--- config.mk ---
export PLATFORM = sky130hd
export DESIGN_NAME = tla_front
export DESIGN_NICKNAME = d
export VERILOG_FILES = /design/src/rtl/tla_pkg.sv /design/src/rtl/tla_front.sv
export SDC_FILE = /design/constraint.sdc
export NUM_CORES = 1
export LEC_CHECK = 0
export ABC_CLOCK_PERIOD_IN_PS = 1650
export BUFFER_PORTS_ARGS = -buffer_cell sky130_fd_sc_hd__buf_2
export CAP_MARGIN = 40
export CORE_MARGIN = 1
export CORE_UTILIZATION = 46
export CTS_CLUSTER_SIZE = 16
export DETAILED_ROUTE_END_ITERATION = 10
export GPL_TIMING_DRIVEN = 0
export PLACE_DENSITY = 0.83
export SYNTH_ARGS = -nofsm -noshare
export SYNTH_HDL_FRONTEND = slang
export SYNTH_SLANG_ARGS = --single-unit
--- constraint.sdc ---
create_clock -name clock -period 1.65 [get_ports clock]
set_clock_uncertainty 0.15 [all_clocks]
set_input_delay 0.2475 -clock clock [delete_from_list [all_inputs] [get_ports clock]]
set_output_delay 0.2475 -clock clock [all_outputs]
set_load 0.05 [all_outputs]
--- src/rtl/tla_pkg.sv ---
// Shared types and constants for the text line assembler.
package tla_pkg;

   // Line buffer geometry
   localparam int LINE_CAPACITY = 512;
   localparam int ADDR_W = (LINE_CAPACITY > 1) ? $clog2(LINE_CAPACITY) : 1;
   localparam int FILL_W = $clog2(LINE_CAPACITY + 1);

   // Queue between front and back (power of two)
   localparam int FQ_DEPTH = 2;
   localparam int FQ_PTR_W = (FQ_DEPTH > 1) ? $clog2(FQ_DEPTH) : 1;
   localparam int FQ_CNT_W = $clog2(FQ_DEPTH + 1);

   // Result queue (power of two)
   localparam int OQ_DEPTH = 4;
   localparam int OQ_PTR_W = (OQ_DEPTH > 1) ? $clog2(OQ_DEPTH) : 1;
   localparam int OQ_CNT_W = $clog2(OQ_DEPTH + 1);

   // Byte codes
   localparam logic [7:0] LF_BYTE   = 8'h0A;
   localparam logic [7:0] CR_BYTE   = 8'h0D;
   localparam logic [7:0] CTRL_LAST = 8'h1F;
   localparam logic [7:0] DEL_BYTE  = 8'h7F;

   // Statistics counter slots
   localparam int NUM_STATS = 6;
   localparam int ST_TOTAL  = 0;
   localparam int ST_EMPTY  = 1;
   localparam int ST_TRUNC  = 2;
   localparam int ST_CR     = 3;
   localparam int ST_CTRL   = 4;
   localparam int ST_OVF    = 5;

   typedef enum logic [1:0] {
      CMD_FEED    = 2'd0,
      CMD_READ    = 2'd1,
      CMD_CONSUME = 2'd2,
      CMD_RESET   = 2'd3
   } cmd_type;

   typedef enum logic [1:0] {
      CLS_LF,
      CLS_CR,
      CLS_CTRL,
      CLS_DATA
   } byte_class_type;

   typedef struct packed {
      logic [1:0] command;
      logic [7:0] byte_value;
      logic [8:0] char_index;
   } req_type;

   typedef struct packed {
      logic        accepted;
      logic        line_ready;
      logic        line_truncated;
      logic [9:0]  line_length;
      logic [7:0]  read_char;
      logic [31:0] total_lines;
      logic [31:0] empty_lines;
      logic [31:0] truncated_lines;
      logic [31:0] cr_drops;
      logic [31:0] control_drops;
      logic [31:0] overflow_drops;
   } rsp_type;

   // Classified item handed from front to back
   typedef struct packed {
      cmd_type        cmd;
      byte_class_type cls;
      logic [7:0]     byte_value;
      logic [8:0]     char_index;
   } work_type;

   typedef struct packed {
      logic [OQ_CNT_W-1:0] count;
   } oq_status_type;

endpackage

--- src/rtl/tla_front.sv ---
// Front end: takes request items, classifies the byte and queues the work.
module tla_front (
   input  logic                clock,
   input  logic                reset,
   input  logic                req_push,
   output logic                req_full,
   input  tla_pkg::req_type    req_data,
   input  logic                work_pop,
   output logic                work_valid,
   output tla_pkg::work_type   work_data
);

   tla_pkg::work_type                  entry_ff [tla_pkg::FQ_DEPTH];
   logic [tla_pkg::FQ_PTR_W-1:0]       wr_ptr_ff, wr_ptr_in;
   logic [tla_pkg::FQ_PTR_W-1:0]       rd_ptr_ff, rd_ptr_in;
   logic [tla_pkg::FQ_CNT_W-1:0]       count_ff, count_in;
   tla_pkg::work_type                  classified;
   logic                               push;
   logic                               pop;

   always_comb begin
      classified.cmd        = tla_pkg::cmd_type'(req_data.command);
      classified.byte_value = req_data.byte_value;
      classified.char_index = req_data.char_index;
      case (req_data.byte_value) inside
         tla_pkg::LF_BYTE:                    classified.cls = tla_pkg::CLS_LF;
         tla_pkg::CR_BYTE:                    classified.cls = tla_pkg::CLS_CR;
         [8'h00:tla_pkg::CTRL_LAST],
         tla_pkg::DEL_BYTE:                   classified.cls = tla_pkg::CLS_CTRL;
         default:                             classified.cls = tla_pkg::CLS_DATA;
      endcase
   end

   assign req_full   = (count_ff == tla_pkg::FQ_CNT_W'(tla_pkg::FQ_DEPTH));
   assign work_valid = (count_ff != '0);
   assign work_data  = entry_ff[rd_ptr_ff];
   assign push       = req_push && !req_full;
   assign pop        = work_pop && work_valid;

   always_comb begin
      wr_ptr_in = push ? wr_ptr_ff + 1'b1 : wr_ptr_ff;
      rd_ptr_in = pop ? rd_ptr_ff + 1'b1 : rd_ptr_ff;
      count_in  = count_ff;
      if (push && !pop) begin
         count_in = count_ff + 1'b1;
      end else if (pop && !push) begin
         count_in = count_ff - 1'b1;
      end
   end

   always_ff @(posedge clock) begin
      if (reset) begin
         wr_ptr_ff <= '0;
         rd_ptr_ff <= '0;
         count_ff  <= '0;
      end else begin
         wr_ptr_ff <= wr_ptr_in;
         rd_ptr_ff <= rd_ptr_in;
         count_ff  <= count_in;
      end
   end

   always_ff @(posedge clock) begin
      if (push) begin
         entry_ff[wr_ptr_ff] <= classified;
      end
   end

endmodule

==> impl_metrics.toml <==
[cells_and_area]
final-instance-count-excl-fill = 216
drive_gt1_share_pct = 53.6
fill_cells = 270
design_area_sq_mm = 0.00251
multi_input_area_sq_um = 444
seq_area_sq_mm = 0.00137
nets = 191
diodes = 0
area_growth_pct = 40.2

[worst_setup_path]
cp-start-kind = "flip-flop"
regToRegSetupSlack_ps = 30
cp.arrival_ps = 1320
crit_type = "reg2out"
path_max_fanout = 10
endpoint_kind = "primary output"
required_ps = 1250

[drt]
antenna_left = 0
wl_mm = 3.13
wire_per_inst_um = 14.5
vias = 1071
remaining_drc_errors = 0
vias_per_cell = 4.96
drt-pass1-iter-count = 4
drt_iter0_markers = 14

[synth]
synth-seq-cells = 47
synth_ff_type = "edfxtp_1"
yosysSeqAreaShare_pct = 76.0
synthArstFlopShare_pct = 0
synthCells = 101
syn-num-nets = 125
synth_area_sq_mm = 0.00179
syn_avg_cell_area_sq_um = 17.7
synth_cell_type_count = 20
synth_edf_count = 42
yosysWarningCount = 0

[global_route]
grt_max_degree = 22
grt_pass1_wl_mm = 4.85
grt_usage_pct = 16.2
grt_antenna_before_repair = 0
grt_pass1_vias = 1084
overflow = 0

[timing]
period_minus_slack_ps = 1720
fmax_ghz = 0.582
slew_violations = 0
setup_violations = 20
post-route-period-util_pct = 104
rsz0062_at_grt = "true"
hold_violations = 0
max_slew.worst_pin.slew_ps = 299
relSlewSlack_pct = 80.1
setup_ws_ps = -68.7

[floorplan]
die_area_sq_mm = 0.00415
core_area_sq_mm = 0.00369
row_count = 22
pin_count = 46
initial_core_util_pct = 48.5
die_x_um = 64.4
die_y_um = 64.4

[clocking]
cts_max_path_buffers = 2
numCtsBuffers = 5
h-tree-depth = 2
cts-root-buf = "clkbuf_8"
cts.sinks = 47
cts_tree = "done"
path_clk_slew_ps = 80
clk_latency_ps = 290

[flow_run]
drv_cap = 0

[placement]
dpl_cell_area_sq_mm = 0.00209
dp.cells = 194
io_buffers = 45
globalplace.congestion = 0.741
hpwl_mm = 1.97

[pwr]
irDropWorstVdd_mv = 1.26
p_per_area_mw_per_mm2 = 1670
p_leak_uw = 0.000943

[min_path]
hold_class = "in2reg"

[outcome]
violations = "negative setup slack"
status = "finished with violations"
==> flip-flops by register name, indices dropped and copies added (netlist names), named ones only <==
register,flops
rd_ptr_ff,1
count_ff,2
entry_ff,42
wr_ptr_ff,1
==> cells in the mapped netlist, types with 2 or more instances <==
cell	number	area (sq um)
edfxtp_1	42	1260
mux2_2	21	236
nor2_1	6	22.5
dfxtp_1	5	100
inv_1	3	11.3
o21ai_0	3	15.0
xor2_1	3	26.3
a21oi_1	2	10.0
buf_2	2	10.0
nand3_1	2	10.0
nor3_1	2	10.0
or3_1	2	12.5
==> kinds of logic after synthesis <==
family,Yosys count,synth area share (%)
flops,47,76.0
mux,21,13.2
simple gates,16,4.61
compound gates,8,2.80
buf+inv,5,1.19
xor+xnor,3,1.47
fa+ha+maj,1,0.699
==> metrics by stage <==
step	total power (uW)	worst slack (ps)	hold WS, ps	util, %	TNS (ps)
2_1_floorplan	2740	-104	159	-	-368
3_3_place_gp	2990	-23.1	286	56.8	-468
3_5_place_dp	3040	-61.9	290	56.8	-1350
4_1_cts	4120	-84.0	8.96	66.9	-1340
5_1_grt	4340	-109	18.1	68.0	-1910
6_report	4190	-68.7	13.1	68.0	-1040
==> worst paths after layout <==
kind                     from       endpoint  depth (start not counted)
hold / removal          reset    count_ff[1]                          2
setup reg to reg  count_ff[1]    count_ff[1]                          6
setup / recovery    flip-flop  work_data[15]                          3
hold reg to reg     wr_ptr_ff      wr_ptr_ff                          2
==> layout make-up <==
type / instances / share of cell area, %
clock buffer: 5 / 2.74
clock inverter: 3 / 1.55
sequential: 47 / 54.6
inverter: 3 / 0.598
timing repair inverter: 1 / 0.299
multi-input combinational: 49 / 17.7
timing repair buffer: 58 / 18.9
buffer: 2 / 1.20
tap: 48 / 2.39
==> critical path, cell delays in order, from the launching register on <==
cell,delay [ps]
dfxtp_4,380
buf_8,150
mux2_2,350
buf_6,150
==> placed cells by master, fill, tap and decap left out, types with 2 or more instances in the layout <==
master	n
mux2_4	3
clkinvlp_4	2
nor2_1	5
dlygate4sd3_1	11
dfxtp_1	2
dfxtp_4	2
inv_1	2
buf_4	2
clkbuf_8	5
nand3_1	2
edfxtp_1	42
xor2_1	3
nor3_1	2
buf_8	2
o21ai_0	2
buf_6	20
buf_2	25
mux2_2	18
==> per-layer routing <==
| layer | GRT usage [%] | wire, um | vias to the layer above |
|---|---|---|---|
| li1 | - | - | 516 |
| met1 | 18.2 | 1250 | 523 |
| met2 | 29.2 | 1720 | 27 |
| met3 | 3.57 | 109 | 5 |
| met4 | 6.94 | 45 | 0 |
| met5 | 0 | 0 | - |
==> repair_timing <==
| item | in CTS | in global routing |
|---|---|---|
| hold endpoints to repair | 22 | 0 |
| hold buffers | 11 | 0 |
| endpoints found under the setup margin | 42 | 42 |
| resized for setup | 50 | 9 |
| setup buffers | 0 | 2 |
| gates cloned | 1 | 0 |
| pin swaps | 0 | 2 |
==> where the power goes <==
part | total (uW) | internal [uW] | switching [uW]
combinational | 1800 | 714 | 1090
sequential | 1590 | 1510 | 82.6
clock | 792 | 443 | 349
No activity file was read; power rests on OpenSTA's default activity.
