**src/rtl/tla_pkg.sv**
```systemverilog
// Shared types and constants for the text line assembler.
package tla_pkg;

   // Line buffer geometry
   localparam int LINE_CAPACITY = 512;
   localparam int ADDR_W = (LINE_CAPACITY > 1) ? $clog2(LINE_CAPACITY) : 1;
   localparam int FILL_W = $clog2(LINE_CAPACITY + 1);

   // Queue between front and back (power of two)
   localparam int FQ_DEPTH = 2;
   localparam int FQ_PTR_W = (FQ_DEPTH > 1) ? $clog2(FQ_DEPTH) : 1;
   localparam int FQ_CNT_W = $clog2(FQ_DEPTH + 1);

   // Result queue (power of two)
   localparam int OQ_DEPTH = 4;
   localparam int OQ_PTR_W = (OQ_DEPTH > 1) ? $clog2(OQ_DEPTH) : 1;
   localparam int OQ_CNT_W = $clog2(OQ_DEPTH + 1);

   // Byte codes
   localparam logic [7:0] LF_BYTE   = 8'h0A;
   localparam logic [7:0] CR_BYTE   = 8'h0D;
   localparam logic [7:0] CTRL_LAST = 8'h1F;
   localparam logic [7:0] DEL_BYTE  = 8'h7F;

   // Statistics counter slots
   localparam int NUM_STATS = 6;
   localparam int ST_TOTAL  = 0;
   localparam int ST_EMPTY  = 1;
   localparam int ST_TRUNC  = 2;
   localparam int ST_CR     = 3;
   localparam int ST_CTRL   = 4;
   localparam int ST_OVF    = 5;

   typedef enum logic [1:0] {
      CMD_FEED    = 2'd0,
      CMD_READ    = 2'd1,
      CMD_CONSUME = 2'd2,
      CMD_RESET   = 2'd3
   } cmd_type;

   typedef enum logic [1:0] {
      CLS_LF,
      CLS_CR,
      CLS_CTRL,
      CLS_DATA
   } byte_class_type;

   typedef struct packed {
      logic [1:0] command;
      logic [7:0] byte_value;
      logic [8:0] char_index;
   } req_type;

   typedef struct packed {
      logic        accepted;
      logic        line_ready;
      logic        line_truncated;
      logic [9:0]  line_length;
      logic [7:0]  read_char;
      logic [31:0] total_lines;
      logic [31:0] empty_lines;
      logic [31:0] truncated_lines;
      logic [31:0] cr_drops;
      logic [31:0] control_drops;
      logic [31:0] overflow_drops;
   } rsp_type;

   // Classified item handed from front to back
   typedef struct packed {
      cmd_type        cmd;
      byte_class_type cls;
      logic [7:0]     byte_value;
      logic [8:0]     char_index;
   } work_type;

   typedef struct packed {
      logic [OQ_CNT_W-1:0] count;
   } oq_status_type;

endpackage

```
**src/rtl/tla_out_queue.sv**
```systemverilog
// Result queue feeding the response port.
module tla_out_queue (
   input  logic                    clock,
   input  logic                    reset,
   input  logic                    push,
   input  tla_pkg::rsp_type        push_data,
   input  logic                    rsp_pop,
   output logic                    rsp_empty,
   output tla_pkg::rsp_type        rsp_data,
   output tla_pkg::oq_status_type  status
);

   tla_pkg::rsp_type               entry_ff [tla_pkg::OQ_DEPTH];
   logic [tla_pkg::OQ_PTR_W-1:0]   wr_ptr_ff, wr_ptr_in;
   logic [tla_pkg::OQ_PTR_W-1:0]   rd_ptr_ff, rd_ptr_in;
   logic [tla_pkg::OQ_CNT_W-1:0]   count_ff, count_in;
   logic                           pop;

   assign rsp_empty    = (count_ff == '0);
   assign rsp_data     = entry_ff[rd_ptr_ff];
   assign status.count = count_ff;
   assign pop          = rsp_pop && !rsp_empty;

   always_comb begin
      wr_ptr_in = push ? wr_ptr_ff + 1'b1 : wr_ptr_ff;
      rd_ptr_in = pop ? rd_ptr_ff + 1'b1 : rd_ptr_ff;
      count_in  = count_ff;
      if (push && !pop) begin
         count_in = count_ff + 1'b1;
      end else if (pop && !push) begin
         count_in = count_ff - 1'b1;
      end
   end

   always_ff @(posedge clock) begin
      if (reset) begin
         wr_ptr_ff <= '0;
         rd_ptr_ff <= '0;
         count_ff  <= '0;
      end else begin
         wr_ptr_ff <= wr_ptr_in;
         rd_ptr_ff <= rd_ptr_in;
         count_ff  <= count_in;
      end
   end

   always_ff @(posedge clock) begin
      if (push) begin
         entry_ff[wr_ptr_ff] <= push_data;
      end
   end

endmodule

```
**config.mk**
```make
export PLATFORM = sky130hd
export DESIGN_NAME = tla_out_queue
export DESIGN_NICKNAME = d
export VERILOG_FILES = /design/src/rtl/tla_pkg.sv /design/src/rtl/tla_out_queue.sv
export SDC_FILE = /design/constraint.sdc
export NUM_CORES = 1
export LEC_CHECK = 0
export BUFFER_PORTS_ARGS = -buffer_cell sky130_fd_sc_hd__buf_2
export CAP_MARGIN = 15
export CORE_MARGIN = 3
export CORE_UTILIZATION = 40
export DETAILED_ROUTE_END_ITERATION = 12
export SYNTH_ARGS = -nofsm -noshare
export SYNTH_HDL_FRONTEND = slang
export SYNTH_SLANG_ARGS = --single-unit
```
**constraint.sdc**
```tcl
create_clock -name clock -period 7.9 [get_ports clock]
set_clock_uncertainty 0.05 [all_clocks]
set_input_delay 0.79 -clock clock [delete_from_list [all_inputs] [get_ports clock]]
set_output_delay 0.79 -clock clock [all_outputs]
set_load 0.1 [all_outputs]
```
==> impl_metrics.env <==
export IMPL_synth_cell_types=20
export IMPL_h_tree_depth=3
export IMPL_drive_above_1_share_pct=45.63
export IMPL_arrival_ns=3.39
export IMPL_drv_slew=0
export IMPL_fp_dieH_um=285.2
export IMPL_p_leak_nw=12.32
export IMPL_worst_slack_ns=3.671
export IMPL_syn_inst=1156
export IMPL_post_route_period_util_pct=53.53
export IMPL_wl_met1_mm=24.38
export IMPL_clk_pin_slew_worst_paths_ns=0.06
export IMPL_avgViaCountPerCell=5.018
export IMPL_ys_seq_area_share_pct=82.66
export IMPL_worst_slew_pin_slew_ns=1.137
export IMPL_routed_top_layer="met5"
export IMPL_cts_tree="done"
export IMPL_wl_mm=62.49
export IMPL_dpl_hpwl_mm=37.37
export IMPL_io_buffers=433
export IMPL_relSlewSlack_pct=24.19
export IMPL_cap_violations=0
export IMPL_hold_class="input pin to register"
export IMPL_clock_sinks=861
export IMPL_final_util_pct=48.73
export IMPL_wl_met3_mm=5.135
export IMPL_core_um2=76580
export IMPL_n_fill_cell=6222
export IMPL_crit_chain="buf_12, mux4_2, buf_2"
export IMPL_cp_top_family="buffers and inverters"
export IMPL_num_nets_final=1871
export IMPL_synth_area_per_cell_um2=26.96
export IMPL_fmax_ghz=0.2365
export IMPL_cts_buffers=88
export IMPL_setup_tns_ns=0
export IMPL_power_density_nw_per_um2=397.5
export IMPL_grt_pass1_vias=14860
export IMPL_ir_worst_vdd_mv=0.2846
export IMPL_syn_area_um2=31170
export IMPL_critPathRequiredTime_ns=7.06
export IMPL_clk_latency_ns=0.62
export IMPL_rsz0062_at_grt="false"
export IMPL_ctsHoldBuffers=0
export IMPL_hold_violations=0
export IMPL_path_class="register to output pin"
export IMPL_overflow=0
export IMPL_cpMaxStageDelayCell="dfxtp_4"
export IMPL_wl_per_cell_um=22.66
export IMPL_path_buf_inv=2
export IMPL_path_max_fanout=89
export IMPL_routabilityCongestion=0.7088
export IMPL_dr_pass1_iters=5
export IMPL_dieArea_um2=81310
export IMPL_post_place_ws_ns=4.190
export IMPL_grt_max_degree=109
export IMPL_drc_errors=0
export IMPL_grt_pass1_wl_mm=94.99
export IMPL_final_antenna_net_count=0
export IMPL_syn_to_final_growth_pct=19.72
export IMPL_crit_path_end_kind="output pin"
export IMPL_die_x_um=285.2
export IMPL_met2_length_mm=31.32
export IMPL_rows=101
export IMPL_drt_iter0_drc=852
export IMPL_grt_total_usage_pct=15.43
export IMPL_syn_num_nets=1379
export IMPL_yosysWarnings=0
export IMPL_critPathLaunchType="register"
export IMPL_ys_ff_latch=861
export IMPL_ios=434
export IMPL_outcome="complete, no violations"
export IMPL_cts_path_max_buffers=3
export IMPL_vias=13840
export IMPL_cts_repair_resized=0
export IMPL_fin_crit_ns=4.229
export IMPL_start_util_pct=40.70
export IMPL_clockRootBuffer="clkbuf_16"
export IMPL_cts_setup_buffers=0
export IMPL_setup_viol=0
export IMPL_antenna_found_initial=17
export IMPL_max_stage_delay_ns=0.93
## path summary, 6_finish.rpt
path | from | endpoint | slack (ns) | cells past startpoint
min reg2reg | rd_ptr_ff[0] | rd_ptr_ff[0] | 0.49 | 2
max reg2reg | wr_ptr_ff[0] | entry_ff[3][59] | 5.21 | 4
max | register | rsp_data[10] | 3.67 | 3
min | push_data[2] | entry_ff[1][2] | 0.32 | 1
## placed cells by master, fill, tap and decap left out, types with 3 or more instances in the layout
cell	synthesis	layout
bufinv_16	0	8
nor2_1	7	7
ha_1	5	5
clkbuf_1	6	25
clkinv_16	0	3
inv_1	3	3
and2_4	0	4
buf_2	23	433
xor2_1	4	4
clkbuf_16	0	89
clkinv_1	0	20
diode_2	0	12
dfxtp_1	9	7
buf_12	0	4
edfxtp_1	852	852
buf_4	0	14
mux4_2	213	213
clkinv_2	0	7
## area by class of cell
cell class | instances | area [µm²] | share of cell area, %
Antenna cell | 12 | 30.03 | 0.08046
Clock buffer | 114 | 2321 | 6.219
Clock inverter | 44 | 501.7 | 1.344
Inverter | 3 | 11.26 | 0.03017
Multi-Input combinational cell | 243 | 5042 | 13.51
Sequential cell | 861 | 25770 | 69.06
Tap cell | 1030 | 1289 | 3.453
Timing Repair Buffer | 451 | 2352 | 6.303
## flip-flops by register name (all words and copies together) (netlist names), named ones only
signal and cells:
entry_ff 852, status 3, rd_ptr_ff 2, wr_ptr_ff 2
## layer usage
layer	global-route usage [%]	vias to the layer above
met5	0	-
met4	4.875	16
met3	5.172	110
met2	24.93	383
met1	19.87	7297
li1	-	6035
## cells by family (layout without fill, tap and decap cells)
family	count (synthesis)	after routing	share of synthesized area, %
DFF	861	861	82.66
muxes	215	215	15.45
buffers and inverters	52	612	1.200
and+or+nand+nor	13	13	0.2007
adders and majority gates	6	6	0.2649
xor gates and xnor gates	5	5	0.1405
AOI/OAI and AO/OA	4	4	0.08428
other	0	12	0
## synthesized netlist by cell type
cell type,instances,share of area (%)
o31ai_1,1,0.024
buf_6,20,0.72
o21ai_0,1,0.016
clkbuf_1,6,0.072
xnor2_1,1,0.028
mux2i_1,2,0.064
ha_1,5,0.20
xor2_1,4,0.11
edfxtp_1,852,82
fa_1,1,0.064
nor3_1,1,0.016
or3_1,1,0.020
nor2_1,7,0.084
dfxtp_1,9,0.58
and2_1,4,0.080
inv_1,3,0.036
o311ai_0,1,0.028
a21oi_1,1,0.016
mux4_2,213,15
buf_2,23,0.37
## worst reg2reg max path, stage by stage, from the launching register on
cell and delay (ns):
dfxtp_1 0.40, ha_1 0.17, and2_4 0.14, buf_4 0.59, buf_4 0.93
## metrics by stage
stage | std cells | cell area (µm²) | hold WS [ns] | total power, mW
detailed placement | 2588 | 34470 | 0.4771 | 11.00
global placement | 2588 | 34470 | 0.4533 | 10.98
finish | 2758 | 37320 | 0.3227 | 14.83
CTS | 2746 | 37290 | 0.2614 | 15.05
floorplan | 1156 | 31170 | 0.4347 | 10.23
global route | 2750 | 37300 | 0.2877 | 15.36
## power breakdown
group / switching (mW) / leakage (nW) / total, mW / internal (mW)
sequential: 0.132 / 7.90 / 5.40 / 5.27
combinational: 4.31 / 3.06 / 5.43 / 1.13
clock: 1.66 / 1.36 / 4.00 / 2.35
total: 6.10 / 12.3 / 14.8 / 8.74
No activity file was read; power rests on OpenSTA's default activity.
