$ cat src/rtl/tla_pkg.sv
// Shared types and constants for the text line assembler.
package tla_pkg;

   // Line buffer geometry
   localparam int LINE_CAPACITY = 512;
   localparam int ADDR_W = (LINE_CAPACITY > 1) ? $clog2(LINE_CAPACITY) : 1;
   localparam int FILL_W = $clog2(LINE_CAPACITY + 1);

   // Queue between front and back (power of two)
   localparam int FQ_DEPTH = 2;
   localparam int FQ_PTR_W = (FQ_DEPTH > 1) ? $clog2(FQ_DEPTH) : 1;
   localparam int FQ_CNT_W = $clog2(FQ_DEPTH + 1);

   // Result queue (power of two)
   localparam int OQ_DEPTH = 4;
   localparam int OQ_PTR_W = (OQ_DEPTH > 1) ? $clog2(OQ_DEPTH) : 1;
   localparam int OQ_CNT_W = $clog2(OQ_DEPTH + 1);

   // Byte codes
   localparam logic [7:0] LF_BYTE   = 8'h0A;
   localparam logic [7:0] CR_BYTE   = 8'h0D;
   localparam logic [7:0] CTRL_LAST = 8'h1F;
   localparam logic [7:0] DEL_BYTE  = 8'h7F;

   // Statistics counter slots
   localparam int NUM_STATS = 6;
   localparam int ST_TOTAL  = 0;
   localparam int ST_EMPTY  = 1;
   localparam int ST_TRUNC  = 2;
   localparam int ST_CR     = 3;
   localparam int ST_CTRL   = 4;
   localparam int ST_OVF    = 5;

   typedef enum logic [1:0] {
      CMD_FEED    = 2'd0,
      CMD_READ    = 2'd1,
      CMD_CONSUME = 2'd2,
      CMD_RESET   = 2'd3
   } cmd_type;

   typedef enum logic [1:0] {
      CLS_LF,
      CLS_CR,
      CLS_CTRL,
      CLS_DATA
   } byte_class_type;

   typedef struct packed {
      logic [1:0] command;
      logic [7:0] byte_value;
      logic [8:0] char_index;
   } req_type;

   typedef struct packed {
      logic        accepted;
      logic        line_ready;
      logic        line_truncated;
      logic [9:0]  line_length;
      logic [7:0]  read_char;
      logic [31:0] total_lines;
      logic [31:0] empty_lines;
      logic [31:0] truncated_lines;
      logic [31:0] cr_drops;
      logic [31:0] control_drops;
      logic [31:0] overflow_drops;
   } rsp_type;

   // Classified item handed from front to back
   typedef struct packed {
      cmd_type        cmd;
      byte_class_type cls;
      logic [7:0]     byte_value;
      logic [8:0]     char_index;
   } work_type;

   typedef struct packed {
      logic [OQ_CNT_W-1:0] count;
   } oq_status_type;

endpackage

$ cat src/rtl/tla_back.sv
// Back end: line state, line buffer, statistics and result assembly.
module tla_back (
   input  logic                    clock,
   input  logic                    reset,
   input  logic                    work_valid,
   input  tla_pkg::work_type       work_data,
   output logic                    work_pop,
   input  tla_pkg::oq_status_type  oq_status,
   output logic                    rsp_push,
   output tla_pkg::rsp_type        rsp_item
);

   // Line buffer
   logic [7:0]                    line_mem [tla_pkg::LINE_CAPACITY];
   logic [7:0]                    mem_rd_ff;
   logic                          mem_we;
   logic [tla_pkg::ADDR_W-1:0]    mem_waddr;
   logic [tla_pkg::ADDR_W-1:0]    mem_raddr;

   // Line state
   logic [tla_pkg::FILL_W-1:0]    fill_ff, fill_in;
   logic                          ready_ff, ready_in;
   logic                          trunc_ff, trunc_in;
   logic                          ovf_ff, ovf_in;
   logic [31:0]                   stat_ff [tla_pkg::NUM_STATS];
   logic [tla_pkg::NUM_STATS-1:0] bump;

   // Result stage
   logic                          s2_valid_ff;
   tla_pkg::rsp_type              s2_rsp_ff, s2_rsp_in;
   logic                          s2_hit_ff, s2_hit_in;

   logic                          accepted;
   logic                          go;
   logic [tla_pkg::OQ_CNT_W:0]    slots_used;
   logic [31:0]                   idx_ext;
   logic [31:0]                   fill_ext;
   logic [31:0]                   len_ext;

   // Only issue when the result queue is sure to have room for it
   assign slots_used = {1'b0, oq_status.count} + (tla_pkg::OQ_CNT_W + 1)'(s2_valid_ff);
   assign go         = work_valid && (slots_used < (tla_pkg::OQ_CNT_W + 1)'(tla_pkg::OQ_DEPTH));
   assign work_pop   = go;

   assign idx_ext   = 32'(work_data.char_index);
   assign fill_ext  = 32'(fill_ff);
   assign mem_raddr = idx_ext[tla_pkg::ADDR_W-1:0];
   assign mem_waddr = fill_ff[tla_pkg::ADDR_W-1:0];

   always_comb begin
      fill_in   = fill_ff;
      ready_in  = ready_ff;
      trunc_in  = trunc_ff;
      ovf_in    = ovf_ff;
      bump      = '0;
      accepted  = 1'b0;
      mem_we    = 1'b0;
      s2_hit_in = 1'b0;
      if (go) begin
         case (work_data.cmd)
            tla_pkg::CMD_FEED: begin
               if (!ready_ff) begin
                  accepted = 1'b1;
                  case (work_data.cls)
                     tla_pkg::CLS_LF: begin
                        if (fill_ff == '0) begin
                           bump[tla_pkg::ST_EMPTY] = 1'b1;
                        end else begin
                           trunc_in                = ovf_ff;
                           ovf_in                  = 1'b0;
                           ready_in                = 1'b1;
                           bump[tla_pkg::ST_TOTAL] = 1'b1;
                           bump[tla_pkg::ST_TRUNC] = ovf_ff;
                        end
                     end
                     tla_pkg::CLS_CR:   bump[tla_pkg::ST_CR]   = 1'b1;
                     tla_pkg::CLS_CTRL: bump[tla_pkg::ST_CTRL] = 1'b1;
                     default: begin
                        if (ovf_ff) begin
                           bump[tla_pkg::ST_OVF] = 1'b1;
                        end else if (fill_ext >= tla_pkg::LINE_CAPACITY) begin
                           ovf_in                = 1'b1;
                           bump[tla_pkg::ST_OVF] = 1'b1;
                        end else begin
                           mem_we  = 1'b1;
                           fill_in = fill_ff + 1'b1;
                        end
                     end
                  endcase
               end
            end
            tla_pkg::CMD_READ: begin
               s2_hit_in = ready_ff && (idx_ext < fill_ext)
                           && (idx_ext < tla_pkg::LINE_CAPACITY);
            end
            tla_pkg::CMD_CONSUME: begin
               if (ready_ff) begin
                  fill_in  = '0;
                  ready_in = 1'b0;
                  trunc_in = 1'b0;
               end
            end
            default: begin
               fill_in  = '0;
               ready_in = 1'b0;
               trunc_in = 1'b0;
               ovf_in   = 1'b0;
            end
         endcase
      end
   end

   // Result fields show the state after the item; counters after their bump
   assign len_ext = 32'(fill_in);

   always_comb begin
      s2_rsp_in.accepted        = accepted;
      s2_rsp_in.line_ready      = ready_in;
      s2_rsp_in.line_truncated  = ready_in && trunc_in;
      s2_rsp_in.line_length     = ready_in ? len_ext[9:0] : 10'd0;
      s2_rsp_in.read_char       = 8'd0;
      s2_rsp_in.total_lines     = stat_ff[tla_pkg::ST_TOTAL]
                                  + 32'(bump[tla_pkg::ST_TOTAL]);
      s2_rsp_in.empty_lines     = stat_ff[tla_pkg::ST_EMPTY]
                                  + 32'(bump[tla_pkg::ST_EMPTY]);
      s2_rsp_in.truncated_lines = stat_ff[tla_pkg::ST_TRUNC]
                                  + 32'(bump[tla_pkg::ST_TRUNC]);
      s2_rsp_in.cr_drops        = stat_ff[tla_pkg::ST_CR]
                                  + 32'(bump[tla_pkg::ST_CR]);
      s2_rsp_in.control_drops   = stat_ff[tla_pkg::ST_CTRL]
                                  + 32'(bump[tla_pkg::ST_CTRL]);
      s2_rsp_in.overflow_drops  = stat_ff[tla_pkg::ST_OVF]
                                  + 32'(bump[tla_pkg::ST_OVF]);
   end

   always_ff @(posedge clock) begin
      if (reset) begin
         fill_ff     <= '0;
         ready_ff    <= 1'b0;
         trunc_ff    <= 1'b0;
         ovf_ff      <= 1'b0;
         s2_valid_ff <= 1'b0;
         for (int k = 0; k < tla_pkg::NUM_STATS; k++) begin
            stat_ff[k] <= '0;
         end
      end else begin
         fill_ff     <= fill_in;
         ready_ff    <= ready_in;
         trunc_ff    <= trunc_in;
         ovf_ff      <= ovf_in;
         s2_valid_ff <= go;
         for (int k = 0; k < tla_pkg::NUM_STATS; k++) begin
            stat_ff[k] <= stat_ff[k] + 32'(bump[k]);
         end
      end
   end

   always_ff @(posedge clock) begin
      s2_rsp_ff <= s2_rsp_in;
      s2_hit_ff <= s2_hit_in;
   end

   // Buffer: one write and one registered read per cycle
   always_ff @(posedge clock) begin
      if (mem_we) begin
         line_mem[mem_waddr] <= work_data.byte_value;
      end
      mem_rd_ff <= line_mem[mem_raddr];
   end

   always_comb begin
      rsp_item           = s2_rsp_ff;
      rsp_item.read_char = s2_hit_ff ? mem_rd_ff : 8'd0;
   end

   assign rsp_push = s2_valid_ff;

endmodule

$ cat config.mk
export PLATFORM = sky130hd
export DESIGN_NAME = tla_back
export DESIGN_NICKNAME = d
export VERILOG_FILES = /design/src/rtl/tla_pkg.sv /design/src/rtl/tla_back.sv
export SDC_FILE = /design/constraint.sdc
export NUM_CORES = 2
export LEC_CHECK = 0
export BUFFER_PORTS_ARGS = -buffer_cell sky130_fd_sc_hd__buf_4
export CAP_MARGIN = 20
export CORE_UTILIZATION = 67
export DETAILED_ROUTE_END_ITERATION = 7
export GPL_ROUTABILITY_DRIVEN = 0
export MAX_ROUTING_LAYER = met4
export PLACE_DENSITY = 0.84
export SYNTH_ARGS = -nofsm -noshare
export SYNTH_HDL_FRONTEND = slang
export SYNTH_MEMORY_MAX_BITS = 65536
export SYNTH_SLANG_ARGS = --single-unit
export TNS_END_PERCENT = 1
$ cat constraint.sdc
create_clock -name clock -period 7.9 [get_ports clock]
set_input_delay 1.185 -clock clock [delete_from_list [all_inputs] [get_ports clock]]
set_output_delay 1.185 -clock clock [all_outputs]
set_load 0.05 [all_outputs]
==> results.yml <==
floorplan:
  dieWidth_um: 509
  start_util: 0.676
  ioPinCount: 242
  die_h_um: 509
  rows: 185
  coreArea_sq_mm: 0.255
  fp.dieArea_sq_mm: 0.259
logic_synthesis:
  post-synth-top-area-cell: "edfxtp_1"
  synth_cell_type_count: 55
  synth_top_area_frac: 0.714
  syn_inst: 8432
  synthMuxAreaShare: 0.152
  syn-num-nets: 8491
  synth_edf_count: 4096
  async_flop_share: 0
  synth_commonest_cells: "edfxtp_1, mux4_2, nor2_1"
  ys_seq_area_frac: 0.763
  synth_area_leaders: "edfxtp_1, mux4_2, dfxtp_1, nor2_1, mux2i_1"
  synth_area_sq_mm: 0.172
  synth.most_common_cell: "edfxtp_1"
  ys_warn_count: 0
  synth_simple_gate_area_frac: 0.0352
  synth_area_per_cell_sq_um: 20.4
  ys_ff_latch: 4516
  synth_compound_area_frac: 0.0229
  synth_top_family_by_area: "multiplexers"
  synthAdderAreaFrac: 0.00232
  ys.flop_type: "edfxtp_1"
  synthXorXnorAreaFrac: 0.00920
routing:
  vias_per_cell: 7.53
  first_pass_iters: 8
  wl_per_cell_um: 39.5
  drtAntennaViolNets: 0
  post-route-drc-count: 7
  drtIter0Drc: 17826
  vias: 94015
  wl_mm: 493
placement:
  dp_slack_ps: 2100
  place_area_sq_mm: 0.177
  dp_hpwl_mm: 249
  placement.io_buffers: 241
clock_tree:
  cts_hold_buf: 0
  cts_tree: "built"
  htree_levels: 5
  clkLatencyLatePin_ps: 960
  root_buffer: "clkbuf_16"
  clk_pin_slew_ps: 60
  cts_made_buffers: 422
  post_cts_buffers: 0
  cts.path.max_buffers: 4
  clock_sinks: 4516
  ctsResizeCount: 0
worst_setup_path:
  worstPathMaxFanout: 9
  path_cells: "inv_1 > ha_1 > nand2_1 > o31ai_1 > nor3_1 > ha_1 > and3_1 > nor3b_1 > nand3_1 > nor2_1 > nand3_1 > xnor2_1 > nor2b_1"
  cpMaxStageDelayCell: "nand2_1"
  timing.rr.end: "stat_ff[0][21]$_SDFF_PP0_"
  startpoint_type: "flop"
  path_buf_inv: 1
  cp_top_family: "simple AND/OR/NAND/NOR gates"
  ff2ff_path_depth: 13
  arrival_ps: 5920
  endpoint_kind: "flop"
  crit_required_ps: 8730
  max_stage_delay_ps: 930
  rrSetupSlack_ps: 2820
  path_class: "reg2reg"
  r2r_start: "fill_ff[0]$_SDFF_PP0_"
global_routing:
  grt_pass1_wl_mm: 699
  grtUsageTotal: 0.396
  grt_start_max_net_pins: 219
  grt-ovfl-total: 0
  grt_pass1_vias: 94247
  antenna_found_initial: 28
timing:
  fin_tns_setup_ps: 0
  period_needed_ps: 5080
  rsz0062_at_grt: "no"
  finalHoldViolations: 0
  fmax_mhz: 197
  relSlewSlack: -0.172
  worst_pin_slew_ps: 1760
  slew_viol_final: 113
  skew_ps: 75.7
  finalCritPeriodShare: 0.644
  final.setup.worst_slack_ps: 2820
  setup_viol: 0
power_and_ir_drop:
  ir_worst_vdd_mv: 0.223
  p_leak_nw: 60.8
  power_density_mw_per_mm2: 257
min_path:
  min_path_cells: 1
  hold_path.startpoint: "stat_ff[1][31]$_SDFF_PP0_"
  hp-class: "reg2reg"
  min_to: "rsp_item[159]$_DFF_P_"
final_layout:
  drive_gt1_frac: 0.240
  fin_nets: 8797
  syn2layout_area_growth_pct: 11.1
  fin_area_sq_mm: 0.191
flow_run:
  drv_cap: 0
run_status:
  violations: "DRC, slew limit"
  status: "finished with violations"
## power breakdown
part	internal, W	switching, W
clock	0.0117	0.00935
combinational	0.000700	0.00143
sequential	0.0260	0.00000615
## metrics by stage
step	total power [W]	util	std cells	hold slack, ps
6_report	0.0492	0.751	12487	447
4_1_cts	0.0490	0.751	12445	452
3_3_place_gp	0.0284	0.696	11674	431
2_1_floorplan	0.0276	-	8432	420
3_5_place_dp	0.0285	0.696	11677	438
5_1_grt	0.0498	0.751	12476	474
## layout make-up
class                   instances  area, sq um
flip-flops and latches       4516       131000
fillers                     11835        63400
multi-input cells            3390        38300
clock buffers                 506        11200
well taps                    3366         4210
repair buffers                376         3380
clock inverters               262         2680
inverters                      32          120
diodes                         39         97.6
## cell families (layout without fill, tap and decap cells)
group,after synthesis,count (layout)
flip-flops,4516,4516
multiplexers,1318,1318
XOR/XNOR,181,181
buffers and inverters,526,1176
AND/OR/NAND/NOR,1313,1313
other,0,39
adder cells (fa/ha/maj),32,32
AO/OA/AOI/OAI,546,546
## how the worst max path moves through the flow
stage	start	end	slack (ps)	cells after the start
2_1_floorplan	oq_status[0]	stat_ff[3][31]$_SDFF_PP0_	3770	15
3_3_place_gp	work_data[0]	mem_rd_ff[6]$_DFF_P_	2220	8
3_5_place_dp	work_data[0]	mem_rd_ff[6]$_DFF_P_	2100	8
4_1_cts	work_data[0]	mem_rd_ff[6]$_DFF_P_	3000	8
5_1_grt	fill_ff[0]$_SDFF_PP0_	stat_ff[0][21]$_SDFF_PP0_	2610	13
6_report	fill_ff[0]$_SDFF_PP0_	stat_ff[0][21]$_SDFF_PP0_	2820	13
## cell usage in the layout (no fill, tap or decap), drive strengths merged, types with 5 or more instances in the layout
cell type / n
o22a: 67
nand4: 29
and3: 51
clkinvlp: 25
diode: 39
mux2: 103
a311oi: 8
a221oi: 84
a21o: 5
o2111ai: 15
and4: 12
a22oi: 25
bufinv: 46
xnor2: 111
nand2b: 5
clkbuf: 507
nor2b: 202
a221o: 8
nor4: 22
mux4: 1024
nor2: 634
inv: 43
o22ai: 29
clkinv: 180
nor3: 23
o21ai: 151
o221ai: 96
or3: 5
dfxtp: 420
buf: 375
or2: 5
ha: 32
mux2i: 191
nand2: 168
a21oi: 44
nand3: 131
edfxtp: 4096
xor2: 70
and2: 20
## registers in the layout, indices dropped and copies added (netlist names)
register   count
mem_rd_ff      8
ovf_ff         1
stat_ff      192
trunc_ff       1
s2_hit_ff      1
rsp_item     205
fill_ff       10
ready_ff       1
rsp_push       1
line_mem    4096
## per-layer routing
metal | routed length, um | global-route usage | up-vias
met3 | 69000 | 0.0960 | 2177
li1 | - | - | 34977
met1 | 153000 | 0.490 | 47024
met5 | 0 | - | -
met4 | 36100 | 0.227 | 0
met2 | 235000 | 0.606 | 9837
(Power assumes the default switching activity.)
